`src/design/owtd_pkg.sv`:
```
// shared types, codes and helper functions for the thermometer device core
package owtd_pkg;

	localparam int TIME_BITS_DEF = 40;
	localparam int NOW_W         = 40;
	localparam int SCR_DEPTH     = 9;
	localparam int SCR_AW        = $clog2(SCR_DEPTH);
	localparam int CFG_IDX_W     = 3;
	localparam int CFG_DATA_W    = 8;

	// function codes of a request
	localparam logic [1:0] F_CMD   = 2'd0;
	localparam logic [1:0] F_WRITE = 2'd1;
	localparam logic [1:0] F_READ  = 2'd2;

	// function commands
	localparam logic [7:0] CMD_CONVERT  = 8'h44;
	localparam logic [7:0] CMD_READ_SP  = 8'hBE;
	localparam logic [7:0] CMD_WRITE_SP = 8'h4E;
	localparam logic [7:0] CMD_COPY_SP  = 8'h48;
	localparam logic [7:0] CMD_RECALL   = 8'hB8;
	localparam logic [7:0] CMD_POWER    = 8'hB4;

	// configuration register indexes
	localparam logic [CFG_IDX_W-1:0] CFG_POWER   = 3'd0;
	localparam logic [CFG_IDX_W-1:0] CFG_CFGRES  = 3'd1;
	localparam logic [CFG_IDX_W-1:0] CFG_INIT_TH = 3'd2;
	localparam logic [CFG_IDX_W-1:0] CFG_INIT_TL = 3'd3;
	localparam logic [CFG_IDX_W-1:0] CFG_INIT_RS = 3'd4;

	localparam logic [19:0] CONV_T0 = 20'd90000;
	localparam logic [19:0] CONV_T1 = 20'd180000;
	localparam logic [19:0] CONV_T2 = 20'd360000;
	localparam logic [19:0] CONV_T3 = 20'd720000;

	localparam logic signed [15:0] TEMP_MIN = -16'sd14080;
	localparam logic signed [15:0] TEMP_MAX = 16'sd32000;

	typedef struct packed {
		logic [1:0]         func;
		logic [7:0]         command_byte;
		logic               bit_value;
		logic [6:0]         bit_index;
		logic [NOW_W-1:0]   now_us;
		logic signed [15:0] sample_temp;
	} in_item_t;

	typedef struct packed {
		logic bit_out;
		logic alarm;
	} out_item_t;

	// one byte of the dallas crc-8, lsb first
	function automatic logic [7:0] crc8_byte(input logic [7:0] crc, input logic [7:0] b);
		logic [7:0] c;
		c = crc;
		for (int k = 0; k < 8; k++) begin
			if (c[0] ^ b[k]) begin
				c = (c >> 1) ^ 8'h8C;
			end else begin
				c = c >> 1;
			end
		end
		return c;
	endfunction

	// scratchpad contents after reset, bytes 0..7
	function automatic logic [7:0] scr_init(input logic [2:0] idx, input logic [7:0] th,
			input logic [7:0] tl);
		logic [7:0] r;
		case (idx)
			3'd0: r = 8'hAA;
			3'd1: r = 8'h00;
			3'd2: r = th;
			3'd3: r = tl;
			3'd4: r = 8'hFF;
			3'd5: r = 8'hFF;
			3'd6: r = 8'h0C;
			3'd7: r = 8'h10;
			default: r = 8'h00;
		endcase
		return r;
	endfunction

	function automatic logic [7:0] res_byte(input logic [3:0] r);
		return {1'b0, r[1:0] + 2'd3, 5'h1F};
	endfunction

endpackage

```
`src/design/owtd_ram.sv`:
```
// generic single-write, single-read ram with registered read data
module owtd_ram #(
	parameter int WIDTH = 8,
	parameter int DEPTH = 9
) (
	input  logic                     clk,
	input  logic                     we,
	input  logic [$clog2(DEPTH)-1:0] waddr,
	input  logic [WIDTH-1:0]         wdata,
	input  logic [$clog2(DEPTH)-1:0] raddr,
	output logic [WIDTH-1:0]         rdata
);

	logic [WIDTH-1:0] mem [DEPTH];

	always_ff @(posedge clk) begin
		if (we) begin
			mem[waddr] <= wdata;
		end
		rdata <= mem[raddr];
	end

endmodule

```
`src/design/onewire_thermometer_device_core.sv`:
```
// function layer of a 1-wire thermometer with scratchpad ram and crc sequencer
//  channel | direction | handshake         | payload
//  in      | into core | in_valid/in_stall   | owtd_pkg::in_item_t
//  out     | from core | out_valid/out_stall | owtd_pkg::out_item_t
//  cfg     | into core | cfg_we              | cfg_index, cfg_data
// one request at a time through a sequencer over the 9-byte scratchpad ram
// the longest request is a command that finishes a conversion, then recalls
// each crc pass does one ram read per byte
// after reset an init pass loads the scratchpad and runs a crc pass, requests wait
// a th/tl register write adds a ram write and crc pass before the next request
// a finished request waits in the sequencer while the output register is still full
module onewire_thermometer_device_core #(
	parameter int TIME_BITS = owtd_pkg::TIME_BITS_DEF
) (
	input  logic                                clk,
	input  logic                                arst_n,
	input  logic                                in_valid,
	output logic                                in_stall,
	input  owtd_pkg::in_item_t                  in_item,
	output logic                                out_valid,
	input  logic                                out_stall,
	output owtd_pkg::out_item_t                 out_item,
	input  logic                                cfg_we,
	input  logic [owtd_pkg::CFG_IDX_W-1:0]      cfg_index,
	input  logic [owtd_pkg::CFG_DATA_W-1:0]     cfg_data
);

	localparam int AW = owtd_pkg::SCR_AW;

	localparam logic [4:0] ST_INIT      = 5'd0;
	localparam logic [4:0] ST_IDLE      = 5'd1;
	localparam logic [4:0] ST_CRC_START = 5'd2;
	localparam logic [4:0] ST_CRC_LOOP  = 5'd3;
	localparam logic [4:0] ST_CRC_WB    = 5'd4;
	localparam logic [4:0] ST_CHK_RD    = 5'd5;
	localparam logic [4:0] ST_CHK_EV    = 5'd6;
	localparam logic [4:0] ST_FIN_W0    = 5'd7;
	localparam logic [4:0] ST_FIN_W1    = 5'd8;
	localparam logic [4:0] ST_FIN_W6    = 5'd9;
	localparam logic [4:0] ST_FIN_R2    = 5'd10;
	localparam logic [4:0] ST_FIN_R3    = 5'd11;
	localparam logic [4:0] ST_FIN_AL    = 5'd12;
	localparam logic [4:0] ST_CMD       = 5'd13;
	localparam logic [4:0] ST_CP_R2     = 5'd14;
	localparam logic [4:0] ST_CP_R3     = 5'd15;
	localparam logic [4:0] ST_CP_R4     = 5'd16;
	localparam logic [4:0] ST_CP_D      = 5'd17;
	localparam logic [4:0] ST_RC_W2     = 5'd18;
	localparam logic [4:0] ST_RC_W3     = 5'd19;
	localparam logic [4:0] ST_RC_W4     = 5'd20;
	localparam logic [4:0] ST_WB_RD     = 5'd21;
	localparam logic [4:0] ST_WB_WR     = 5'd22;
	localparam logic [4:0] ST_RD_RD     = 5'd23;
	localparam logic [4:0] ST_RD_D      = 5'd24;
	localparam logic [4:0] ST_DONE      = 5'd25;

	logic [4:0]            state_q, ret_q, chk_ret_q;
	logic [2:0]            cnt_q;
	logic [7:0]            crc_q;
	owtd_pkg::in_item_t    item_q;
	logic                  bit_q;
	logic [7:0]            th_q;
	logic                  power_q, cfgres_q;
	logic [7:0]            init_th_q, init_tl_q;
	logic                  pend_th_q, pend_tl_q;
	logic [7:0]            ee0_q, ee1_q, ee2_q;
	logic [7:0]            active_q;
	logic                  converting_q;
	logic [TIME_BITS-1:0]  start_q;
	logic signed [15:0]    held_q;
	logic                  alarm_q;
	logic                  out_valid_q;
	owtd_pkg::out_item_t   out_q;

	logic                  mem_we;
	logic [AW-1:0]         mem_waddr, mem_raddr;
	logic [7:0]            mem_wdata, rd_data;

	logic                  accept;
	logic [TIME_BITS-1:0]  now_t, elapsed;
	logic [19:0]           conv_t;
	logic signed [15:0]    v_c, t16, t128, whole, rem, t_r;
	logic [7:0]            enc0, enc1, enc6;
	logic signed [15:0]    th_ext, tl_ext;
	logic [7:0]            wb_byte;

	owtd_ram #(
		.WIDTH(8),
		.DEPTH(owtd_pkg::SCR_DEPTH)
	) u_scr (
		.clk  (clk),
		.we   (mem_we),
		.waddr(mem_waddr),
		.wdata(mem_wdata),
		.raddr(mem_raddr),
		.rdata(rd_data)
	);

	assign in_stall  = !(state_q == ST_IDLE && !pend_th_q && !pend_tl_q);
	assign accept    = in_valid && !in_stall;
	assign out_valid = out_valid_q;
	assign out_item  = out_q;

	assign now_t   = TIME_BITS'(item_q.now_us);
	assign elapsed = now_t - start_q;

	always_comb begin
		case (rd_data[6:5])
			2'd0: conv_t = owtd_pkg::CONV_T0;
			2'd1: conv_t = owtd_pkg::CONV_T1;
			2'd2: conv_t = owtd_pkg::CONV_T2;
			default: conv_t = owtd_pkg::CONV_T3;
		endcase
		if (!cfgres_q) begin
			conv_t = owtd_pkg::CONV_T3;
		end
	end

	// clamp and encode the held sample, divisions truncate toward zero
	always_comb begin
		if (held_q < owtd_pkg::TEMP_MIN) begin
			v_c = owtd_pkg::TEMP_MIN;
		end else if (held_q > owtd_pkg::TEMP_MAX) begin
			v_c = owtd_pkg::TEMP_MAX;
		end else begin
			v_c = held_q;
		end
		t16   = v_c[15] ? ((v_c + 16'sd15) >>> 4) : (v_c >>> 4);
		t128  = v_c[15] ? ((v_c + 16'sd127) >>> 7) : (v_c >>> 7);
		whole = v_c[15] ? ((v_c + 16'sd255) >>> 8) : (v_c >>> 8);
		rem   = v_c - (whole <<< 8);
		t_r   = rem[15] ? ((rem + 16'sd15) >>> 4) : (rem >>> 4);
		if (cfgres_q) begin
			enc0 = t16[7:0];
			enc1 = t16[15:8];
		end else begin
			enc0 = t128[7:0];
			enc1 = v_c[15] ? 8'hFF : 8'h00;
		end
		enc6   = t_r[7:0];
		th_ext = {{8{th_q[7]}}, th_q};
		tl_ext = {{8{rd_data[7]}}, rd_data};
	end

	always_comb begin
		wb_byte = rd_data;
		wb_byte[item_q.bit_index[2:0]] = item_q.bit_value;
	end

	// ram port control
	always_comb begin
		mem_we    = 1'b0;
		mem_waddr = '0;
		mem_wdata = '0;
		mem_raddr = '0;
		case (state_q)
			ST_INIT: begin
				mem_we    = 1'b1;
				mem_waddr = AW'(cnt_q);
				mem_wdata = owtd_pkg::scr_init(cnt_q, init_th_q, init_tl_q);
			end
			ST_IDLE: begin
				mem_we    = pend_th_q || pend_tl_q;
				mem_waddr = pend_th_q ? AW'(2) : AW'(3);
				mem_wdata = pend_th_q ? init_th_q : init_tl_q;
			end
			ST_CRC_START: mem_raddr = AW'(0);
			ST_CRC_LOOP:  mem_raddr = AW'(cnt_q + 3'd1);
			ST_CRC_WB: begin
				mem_we    = 1'b1;
				mem_waddr = AW'(8);
				mem_wdata = crc_q;
			end
			ST_CHK_RD: mem_raddr = AW'(4);
			ST_FIN_W0: begin
				mem_we    = 1'b1;
				mem_waddr = AW'(0);
				mem_wdata = enc0;
			end
			ST_FIN_W1: begin
				mem_we    = 1'b1;
				mem_waddr = AW'(1);
				mem_wdata = enc1;
			end
			ST_FIN_W6: begin
				mem_we    = 1'b1;
				mem_waddr = AW'(6);
				mem_wdata = enc6;
			end
			ST_FIN_R2: mem_raddr = AW'(2);
			ST_FIN_R3: mem_raddr = AW'(3);
			ST_CP_R2:  mem_raddr = AW'(2);
			ST_CP_R3:  mem_raddr = AW'(3);
			ST_CP_R4:  mem_raddr = AW'(4);
			ST_RC_W2: begin
				mem_we    = 1'b1;
				mem_waddr = AW'(2);
				mem_wdata = ee0_q;
			end
			ST_RC_W3: begin
				mem_we    = 1'b1;
				mem_waddr = AW'(3);
				mem_wdata = ee1_q;
			end
			ST_RC_W4: begin
				mem_we    = 1'b1;
				mem_waddr = AW'(4);
				mem_wdata = ee2_q;
			end
			ST_WB_RD: mem_raddr = AW'({2'b00, item_q.bit_index[4:3]} + 4'd2);
			ST_WB_WR: begin
				mem_we    = 1'b1;
				mem_waddr = AW'({2'b00, item_q.bit_index[4:3]} + 4'd2);
				mem_wdata = wb_byte;
			end
			ST_RD_RD: mem_raddr = AW'(item_q.bit_index[6:3]);
			default: ;
		endcase
	end

	always_ff @(posedge clk or negedge arst_n) begin
		if (!arst_n) begin
			state_q      <= ST_INIT;
			ret_q        <= ST_IDLE;
			chk_ret_q    <= ST_DONE;
			cnt_q        <= '0;
			power_q      <= 1'b1;
			cfgres_q     <= 1'b1;
			init_th_q    <= 8'd75;
			init_tl_q    <= 8'd70;
			pend_th_q    <= 1'b0;
			pend_tl_q    <= 1'b0;
			ee0_q        <= 8'd75;
			ee1_q        <= 8'd70;
			ee2_q        <= owtd_pkg::res_byte(4'd12);
			active_q     <= '0;
			converting_q <= 1'b0;
			start_q      <= '0;
			held_q       <= '0;
			alarm_q      <= 1'b0;
			out_valid_q  <= 1'b0;
		end else begin
			if (out_valid_q && !out_stall) begin
				out_valid_q <= 1'b0;
			end
			case (state_q)
				ST_INIT: begin
					cnt_q <= cnt_q + 3'd1;
					if (cnt_q == 3'd7) begin
						ret_q   <= ST_IDLE;
						state_q <= ST_CRC_START;
					end
				end
				ST_IDLE: begin
					if (pend_th_q) begin
						pend_th_q <= 1'b0;
						ret_q     <= ST_IDLE;
						state_q   <= ST_CRC_START;
					end else if (pend_tl_q) begin
						pend_tl_q <= 1'b0;
						ret_q     <= ST_IDLE;
						state_q   <= ST_CRC_START;
					end else if (accept) begin
						case (in_item.func)
							owtd_pkg::F_CMD: begin
								chk_ret_q <= ST_CMD;
								state_q   <= ST_CHK_RD;
							end
							owtd_pkg::F_WRITE: begin
								if (active_q == owtd_pkg::CMD_WRITE_SP
										&& in_item.bit_index < 7'd24) begin
									state_q <= ST_WB_RD;
								end else begin
									state_q <= ST_DONE;
								end
							end
							owtd_pkg::F_READ: begin
								if (active_q == owtd_pkg::CMD_READ_SP) begin
									state_q <= (in_item.bit_index < 7'd72) ? ST_RD_RD : ST_DONE;
								end else if (active_q == owtd_pkg::CMD_CONVERT && power_q) begin
									chk_ret_q <= ST_DONE;
									state_q   <= ST_CHK_RD;
								end else begin
									state_q <= ST_DONE;
								end
							end
							default: state_q <= ST_DONE;
						endcase
					end
				end
				ST_CRC_START: begin
					crc_q   <= 8'h00;
					cnt_q   <= '0;
					state_q <= ST_CRC_LOOP;
				end
				ST_CRC_LOOP: begin
					crc_q <= owtd_pkg::crc8_byte(crc_q, rd_data);
					cnt_q <= cnt_q + 3'd1;
					if (cnt_q == 3'd7) begin
						state_q <= ST_CRC_WB;
					end
				end
				ST_CRC_WB: state_q <= ret_q;
				ST_CHK_RD: state_q <= converting_q ? ST_CHK_EV : chk_ret_q;
				ST_CHK_EV: begin
					state_q <= (elapsed >= TIME_BITS'(conv_t)) ? ST_FIN_W0 : chk_ret_q;
				end
				ST_FIN_W0: state_q <= ST_FIN_W1;
				ST_FIN_W1: state_q <= cfgres_q ? ST_FIN_R2 : ST_FIN_W6;
				ST_FIN_W6: state_q <= ST_FIN_R2;
				ST_FIN_R2: state_q <= ST_FIN_R3;
				ST_FIN_R3: begin
					th_q    <= rd_data;
					state_q <= ST_FIN_AL;
				end
				ST_FIN_AL: begin
					alarm_q      <= (whole >= th_ext) || (whole <= tl_ext);
					converting_q <= 1'b0;
					start_q      <= '0;
					ret_q        <= chk_ret_q;
					state_q      <= ST_CRC_START;
				end
				ST_CMD: begin
					active_q <= item_q.command_byte;
					case (item_q.command_byte)
						owtd_pkg::CMD_CONVERT: begin
							held_q       <= item_q.sample_temp;
							converting_q <= 1'b1;
							start_q      <= now_t;
							state_q      <= ST_DONE;
						end
						owtd_pkg::CMD_COPY_SP: state_q <= ST_CP_R2;
						owtd_pkg::CMD_RECALL:  state_q <= ST_RC_W2;
						default: state_q <= ST_DONE;
					endcase
				end
				ST_CP_R2: state_q <= ST_CP_R3;
				ST_CP_R3: begin
					ee0_q   <= rd_data;
					state_q <= ST_CP_R4;
				end
				ST_CP_R4: begin
					ee1_q   <= rd_data;
					state_q <= ST_CP_D;
				end
				ST_CP_D: begin
					if (cfgres_q) begin
						ee2_q <= rd_data;
					end
					state_q <= ST_DONE;
				end
				ST_RC_W2: state_q <= ST_RC_W3;
				ST_RC_W3: begin
					ret_q   <= ST_DONE;
					state_q <= cfgres_q ? ST_RC_W4 : ST_CRC_START;
				end
				ST_RC_W4: state_q <= ST_CRC_START;
				ST_WB_RD: state_q <= ST_WB_WR;
				ST_WB_WR: begin
					ret_q   <= ST_DONE;
					state_q <= ST_CRC_START;
				end
				ST_RD_RD: state_q <= ST_RD_D;
				ST_RD_D:  state_q <= ST_DONE;
				ST_DONE: begin
					// hold the result until the output register is free
					if (!out_valid_q) begin
						out_valid_q <= 1'b1;
						state_q     <= ST_IDLE;
					end
				end
				default: state_q <= ST_IDLE;
			endcase
			// idle-only register writes are the user's duty; after sequencer updates
			if (cfg_we) begin
				case (cfg_index)
					owtd_pkg::CFG_POWER:  power_q  <= cfg_data[0];
					owtd_pkg::CFG_CFGRES: cfgres_q <= cfg_data[0];
					owtd_pkg::CFG_INIT_TH: begin
						init_th_q <= cfg_data;
						ee0_q     <= cfg_data;
						pend_th_q <= 1'b1;
					end
					owtd_pkg::CFG_INIT_TL: begin
						init_tl_q <= cfg_data;
						ee1_q     <= cfg_data;
						pend_tl_q <= 1'b1;
					end
					owtd_pkg::CFG_INIT_RS: ee2_q <= owtd_pkg::res_byte(cfg_data[3:0]);
					default: ;
				endcase
			end
		end
	end

	// payload registers
	always_ff @(posedge clk) begin
		if (accept) begin
			item_q <= in_item;
			bit_q  <= (in_item.func == owtd_pkg::F_READ && active_q == owtd_pkg::CMD_POWER)
				? power_q : 1'b1;
		end else if (state_q == ST_RD_D) begin
			bit_q <= rd_data[item_q.bit_index[2:0]];
		end
		if (state_q == ST_DONE && !out_valid_q) begin
			out_q.bit_out <= (item_q.func == owtd_pkg::F_READ
				&& active_q == owtd_pkg::CMD_CONVERT && power_q) ? !converting_q : bit_q;
			out_q.alarm   <= alarm_q;
		end
	end

endmodule

```
`config.mk`:
```
export PLATFORM = sky130hd
export DESIGN_NAME = onewire_thermometer_device_core
export DESIGN_NICKNAME = d
export VERILOG_FILES = /design/src/design/owtd_pkg.sv /design/src/design/owtd_ram.sv /design/src/design/onewire_thermometer_device_core.sv
export SDC_FILE = /design/constraint.sdc
export NUM_CORES = 1
export LEC_CHECK = 0
export BUFFER_PORTS_ARGS = -buffer_cell sky130_fd_sc_hd__buf_2
export CORE_ASPECT_RATIO = 0.75
export CORE_UTILIZATION = 49
export DETAILED_ROUTE_END_ITERATION = 10
export MAX_ROUTING_LAYER = met4
export PLACE_DENSITY_LB_ADDON = 0.25
export RECOVER_POWER = 100
export SLEW_MARGIN = 5
export SYNTH_ARGS = -nofsm -noshare
export SYNTH_HDL_FRONTEND = slang
export SYNTH_SLANG_ARGS = --single-unit
```
`constraint.sdc`:
```
create_clock -name clk -period 7.9 [get_ports clk]
set_input_delay 2.37 -clock clk [delete_from_list [all_inputs] [get_ports clk]]
set_output_delay 2.37 -clock clk [all_outputs]
set_load 0.02 [all_outputs]
```
==> results of run 1 <==
[where the power goes]
group	switching, uW	total (uW)	internal, uW
clock	639	1500	863
sequential	283	2350	2070
combinational	1250	1930	684
[flip-flops by register name, summed over array words and instances, names as in the netlist, 5 cells and up]
register,flops
init_tl_q,8
now_t,40
th_q,8
u_scr.mem,72
item_q,34
held_q,16
ee2_q,8
start_q,40
ee0_q,8
crc_q,8
u_scr.rdata,8
init_th_q,8
active_q,8
state_q,5
ee1_q,8
[path summary, 6_finish.rpt]
check,cells after the start,from,slack [ps],endpoint
worst max-delay path,17,held_q[0],1370,u_scr.mem[7][7]
worst min-delay path,2,init_tl_q[6],470,init_tl_q[6]
worst max register to register,17,held_q[0],1370,u_scr.mem[7][7]
worst min register to register,2,init_tl_q[6],470,init_tl_q[6]
max in group asynchronous,3,arst_n,2040,ee0_q[4]
min in group asynchronous,1,arst_n,2440,start_q[30]
[metrics by stage]
stage,instance area (um2),power (uW),worst slack (ps)
after floorplan,17460,3587,3039
after global placement,18300,4194,2532
after detailed placement,18300,4251,2233
after CTS,19350,5774,1781
after global routing,19230,6096,912.9
final,19230,5784,1366
[logic make-up after synthesis]
group | after synthesis | share of synthesized area, %
buf+inv | 187 | 4.122
flops | 297 | 47.25
mux | 65 | 3.871
fa+ha+maj | 88 | 6.394
compound gates | 486 | 18.39
simple gates | 603 | 16.41
xor+xnor | 71 | 3.562
[layout by cell type, fill, tap and decap left out, types with 9 or more instances in the layout]
master,count
clkbuf_1,24
buf_4,12
a21oi_1,119
edfxtp_1,165
nand2b_1,14
a211oi_1,36
a22oi_1,15
nor2_1,122
o21ai_0,102
and3_1,15
nor2b_1,40
nor4_1,10
a21o_1,21
nand2_1,239
clkbuf_16,31
nand3_1,36
a31oi_1,12
nor3_1,34
inv_1,87
mux2i_1,45
o31ai_1,46
buf_2,75
a21boi_0,11
dfstp_2,24
nand4_1,29
dfrtp_1,100
o211ai_1,20
xnor2_1,49
xor2_1,22
o2111ai_1,9
mux2_2,20
o21a_1,17
ha_1,86
o22ai_1,9
a221oi_1,9
and2_1,13
[worst max-delay path: stages, from the launching register on]
cell,delay [ps]
dfrtp_1,370
or4_1,650
or4_1,540
o21ai_0,320
a211oi_1,210
or2_0,410
nor2_1,240
xor2_1,300
inv_1,90
ha_1,290
a21boi_0,150
o21a_1,200
o21a_1,160
o21ai_0,230
nand3_1,290
a2111oi_0,880
xnor2_1,160
o21ai_0,750
[layer usage]
metal	part of all wire [%]	GRT usage (%)	routed length, um	vias to the layer above
met4	2.5	6.803	1209	0
met5	0	-	0	-
met2	40	36.92	19190	622
met1	48	40.91	22900	6868
met3	9.2	5.916	4395	86
li1	-	-	-	6674
[layout make-up]
| cell class | instances | share of cell area (%) |
|---|---|---|
| tap | 457 | 2.974 |
| sequential | 297 | 42.89 |
| clock buffer | 33 | 4.125 |
| timing repair buffer | 111 | 2.895 |
| clock inverter | 24 | 1.321 |
| antenna | 2 | 0.02603 |
| inverter | 89 | 1.737 |
| multi-input combinational | 1313 | 44.03 |
==> metrics.yaml, run 1 <==
timing:
  slew_headroom_pct: -72.61
  grt_setup_unrepaired: "no"
  fin_skew_ps: 13.94
  clock.fmax_mhz: 153.0
  timing_hold_violations_final: 0
  slew_viol_final: 196
  setup-violations-final: 0
  final.min_clock_period_ps: 6534
  tightestPinTransition_ps: 2589
  holdWs_ps: 473.1
  fin_setup_tns_ps: 0
  layout_worst_path_cycle_share_pct: 82.71
logic_synthesis:
  synth_nets: 1975
  yosysTopAreaCell: "edfxtp_1"
  synthArstFlopShare_pct: 41.75
  ys_warn_count: 0
  yosysSeqAreaShare_pct: 47.25
  synth_top_area_share_pct: 28.39
  ys_types: 82
  avgSynthCellArea_um2: 9.714
  synth_area_leaders: "edfxtp_1 (28%), dfrtp_1 (14%), ha_1 (6.2%)"
  synth_edf_count: 165
  syn_area_mm2: 0.01746
  synth_commonest_cells: "nand2_1 (239), edfxtp_1 (165), nor2_1 (122), a21oi_1 (119)"
  syn-instance-count: 1797
  ys_dominant_reg_cell: "edfxtp_1"
  ys_ff_latch: 297
  synth_most_common_cell: "nand2_1"
power_and_ir_drop:
  p_per_area_mw_per_mm2: 300.8
  leakage_uw: 0.007544
  ir_worst_vdd_v: 0.0002159
floorplan:
  core_mm2: 0.03484
  num_rows: 59
  die-width_um: 219.9
  dieArea_mm2: 0.03639
  io_pins: 94
  start_util_pct: 50.10
  die_h_um: 165.5
cts:
  cts_max_level: 1
  cts.sink_count: 297
  cts_resized: 0
  postCtsSetupRepairBufs: 0
  clk_path_buf_depth: 3
  cts_tree: "yes"
  cts_hold_buf: 0
  clk_pin_slew_ps: 60
  cts_inserted_buffers: 31
  clkLatencyLatePin_ps: 580
  clockRootBuffer: "clkbuf_16"
place:
  dp_cells: 2267
  portBuffers: 93
  hpwlAfterDp_um: 34830
  gp_congestion: 0.9729
status:
  outcome: "finished with violations"
  violations: "design-rule violations, max-capacitance violations, max-slew violations"
critical_path:
  required_ps: 8150
  crit_fanout: 9
  end_kind: "flip-flop"
  crit_type: "flip-flop to flip-flop"
  cp-start-kind: "flip-flop"
  worstPathArrival_ps: 6790
worst_hold_path:
  hold_path_class: "flip-flop to flip-flop"
final_layout:
  area_delta_synth_final_pct: 10.16
  utilization_pct: 55.19
  drive_gt1_share_pct: 10.87
  fill_cells: 3093
  multi_input_area_mm2: 0.008467
  num-nets-final: 2021
  final-instance-count-excl-fill: 2326
  seq_area_mm2: 0.008248
routing:
  vias: 14250
  wl_um: 47700
  post_drt_via_cell_ratio: 6.126
  drtAntennaViolNets: 0
  drt_iter0_drc: 1642
  drtPass1Iterations: 9
  avgRoutedWirePerCell_um: 20.51
  drcViolationCount: 4
grt:
  antenna_found_initial: 2
  grt_start_max_net_pins: 100
  grt_remaining_overflow: 0
  grt_pass1_wl_um: 74090
  grtUsageTotal_pct: 27.26
  grt_pass1_vias: 13270
job:
  cap_viol_max_count: 8
(Power assumes the default switching activity.)
==> run 2: changes to the inputs <==
- ABC_AREA: unset -> 1
- clock period: 7.9 -> 6.55 ns (I/O delays scaled with it)
==> metrics.yaml, run 2 <==
status:
  outcome: "finished with violations"
  violations: "max-capacitance violations, max-slew violations"
timing:
  clock.fmax_mhz: 178.3
  slew_headroom_pct: -41.34
  tightestPinTransition_ps: 2104
  holdWs_ps: 471.1
  layout_worst_path_cycle_share_pct: 85.63
  timing_hold_violations_final: 0
  setup-violations-final: 0
  grt_setup_unrepaired: "no"
  fin_skew_ps: 13.38
  slew_viol_final: 191
  fin_setup_tns_ps: 0
  final.min_clock_period_ps: 5608
critical_path:
  regToRegSetupSlack_ps: 1220
  crit_top_cell: "inv_1"
  required_ps: 4590
  crit_buf_inv: 7
  critPathTopFamily: "buffers and inverters"
  end_kind: "primary output"
  crit_chain: "inv_1, nor2_1, inv_1, nor2_1, inv_1, nor2_1, inv_1, nor2_1, inv_1, nor2_1, inv_1, clkbuf_1"
  worstPathArrival_ps: 3640
  cp-start-kind: "flip-flop"
  cp_slowest_cell: "nor2_1"
  crit_fanout: 8
  crit_type: "flip-flop to primary output"
  cp_slowest_stage_delay_ps: 680
cts:
  postCtsSetupRepairBufs: 0
  cts_resized: 0
  cts_max_level: 1
  cts_hold_buf: 0
  clockRootBuffer: "clkbuf_16"
  cts_tree: "yes"
  cts_inserted_buffers: 31
  clkLatencyLatePin_ps: 600
  clk_path_buf_depth: 3
  clk_pin_slew_ps: 70
  cts.sink_count: 297
power_and_ir_drop:
  power.switching_uw: 2789
  p_per_area_mw_per_mm2: 359.8
  power.share.combinational_pct: 34.4
  p_total_uw: 7132
  seqPwrFrac_pct: 39.9
  swShare_pct: 39.10
  intPower_uw: 4344
  ir_worst_vdd_v: 0.0002030
  clock_power_share_pct: 25.8
  leakage_uw: 0.009019
final_layout:
  final_common_cell: "nand2_1"
  utilization_pct: 55.12
  top_register: "u_scr.mem"
  area_delta_synth_final_pct: 10.38
  largest_reg_flops: 72
  num-nets-final: 2503
  final_cell_mix: "nand2_1 (514), inv_1 (357), nor2_1 (250)"
  drive_gt1_share_pct: 8.511
  fill_cells: 3400
job:
  cap_viol_max_count: 7
grt:
  grt_pass1_vias: 14390
  antenna_found_initial: 1
  grt_start_max_net_pins: 76
  grt_pass1_wl_um: 83980
  grtUsageTotal_pct: 30.06
  grt_remaining_overflow: 0
routing:
  drt_iter0_drc: 1967
  drcViolationCount: 0
  post_drt_via_cell_ratio: 5.582
  vias: 15720
  avgRoutedWirePerCell_um: 19.21
  drtPass1Iterations: 6
  wl_um: 54110
  drtAntennaViolNets: 0
logic_synthesis:
  syn_area_mm2: 0.01796
  syn-instance-count: 2234
  synth_edf_count: 165
  avgSynthCellArea_um2: 8.038
  ys_types: 64
  synth_area_leaders: "edfxtp_1 (28%), dfrtp_1 (14%), nand2_1 (11%)"
  synth_commonest_cells: "nand2_1 (512), inv_1 (351), nor2_1 (243), o21ai_0 (182), edfxtp_1 (165)"
  yosysTopAreaCell: "edfxtp_1"
  ys_warn_count: 0
  synth_most_common_cell: "nand2_1"
  ys_dominant_reg_cell: "edfxtp_1"
  yosysSeqAreaShare_pct: 45.93
  synth_top_area_share_pct: 27.59
  ys_ff_latch: 297
  synthArstFlopShare_pct: 41.75
  synth_nets: 2412
floorplan:
  die_h_um: 167.8
  core_mm2: 0.03596
  die-width_um: 223.1
  io_pins: 94
  start_util_pct: 49.94
  num_rows: 60
  dieArea_mm2: 0.03743
worst_hold_path:
  hold_path_class: "flip-flop to flip-flop"
place:
  hpwlAfterDp_um: 41520
  gp_congestion: 0.9837
  portBuffers: 93
run 2: changes by cell type in the layout (fill, tap and decap cells not counted), sizes merged, moves of 45 or more:
cell   before  now
mux2i      45    0
nor2      122  259
inv        90  363
nand3      36  161
nand2     239  519
o21ai     104  193
o31ai      46    1
run 2: cell families (layout without fill, tap and decap cells):
kind of cell,after synthesis,count (layout),synth area share (%)
fa+ha+maj,88,88,6.215
other cells,0,1,0
mux,16,16,1.003
simple gates,1022,1022,24.37
xor+xnor,38,38,1.853
flops,297,297,45.93
compound gates,366,366,11.78
buf+inv,407,523,8.842
run 2: worst reg2reg max path: cells and delay by family (launching register included):
family                     cells  cell delay (ps)
and+or+nand+nor               12             2200
buffers and inverters          5              850
AOI/OAI and AO/OA              2              700
DFF                            1              620
xor gates and xnor gates       1              300
adders and majority gates      1              290
run 2: metal layers:
layer | GRT usage (%) | routed length (um) | vias up
li1 | - | - | 7592
met1 | 47.78 | 27140 | 7387
met2 | 39.82 | 21110 | 689
met3 | 5.375 | 5187 | 52
met4 | 4.438 | 667 | 0
met5 | - | 0 | -
run 2: final timing paths:
path / cells past startpoint / end / startpoint
max: 12 / in_stall / state_q[0]
min in group asynchronous: 1 / start_q[5] / arst_n
min reg2reg: 1 / held_q[7] / item_q[7]
min: 1 / held_q[7] / item_q[7]
max in group asynchronous: 2 / start_q[33] / arst_n
max reg2reg: 21 / u_scr.mem[7][5] / held_q[15]
run 2: power groups by stage:
stage | combinational, uW | sequential [uW] | clock (uW)
final | 2450 | 2840 | 1840
after global routing | 2720 | 2870 | 1940
after CTS | 2430 | 2830 | 1870
after detailed placement | 2420 | 2860 | 0
after global placement | 2390 | 2860 | 0
after floorplan | 1710 | 2720 | 0
run 2: stage by stage:
| step | cells | setup slack [ps] | cell area (um2) |
|---|---|---|---|
| after floorplan | 2234 | 1928 | 17960 |
| after global placement | 2757 | 1725 | 18860 |
| after detailed placement | 2757 | 1548 | 18860 |
| after CTS | 2815 | 1552 | 19920 |
| after global routing | 2816 | 705.5 | 19820 |
| final | 2816 | 941.5 | 19820 |
run 2: final cells by class:
class	instances	area, um2	share of cell area (%)
sequential	297	8248	41.61
timing repair buffer	102	498.0	2.512
tap	465	581.8	2.935
inverter	363	1363	6.874
multi-input combinational	1530	8077	40.75
clock inverter	20	230.2	1.161
clock buffer	38	822.0	4.147
antenna	1	2.502	0.01262
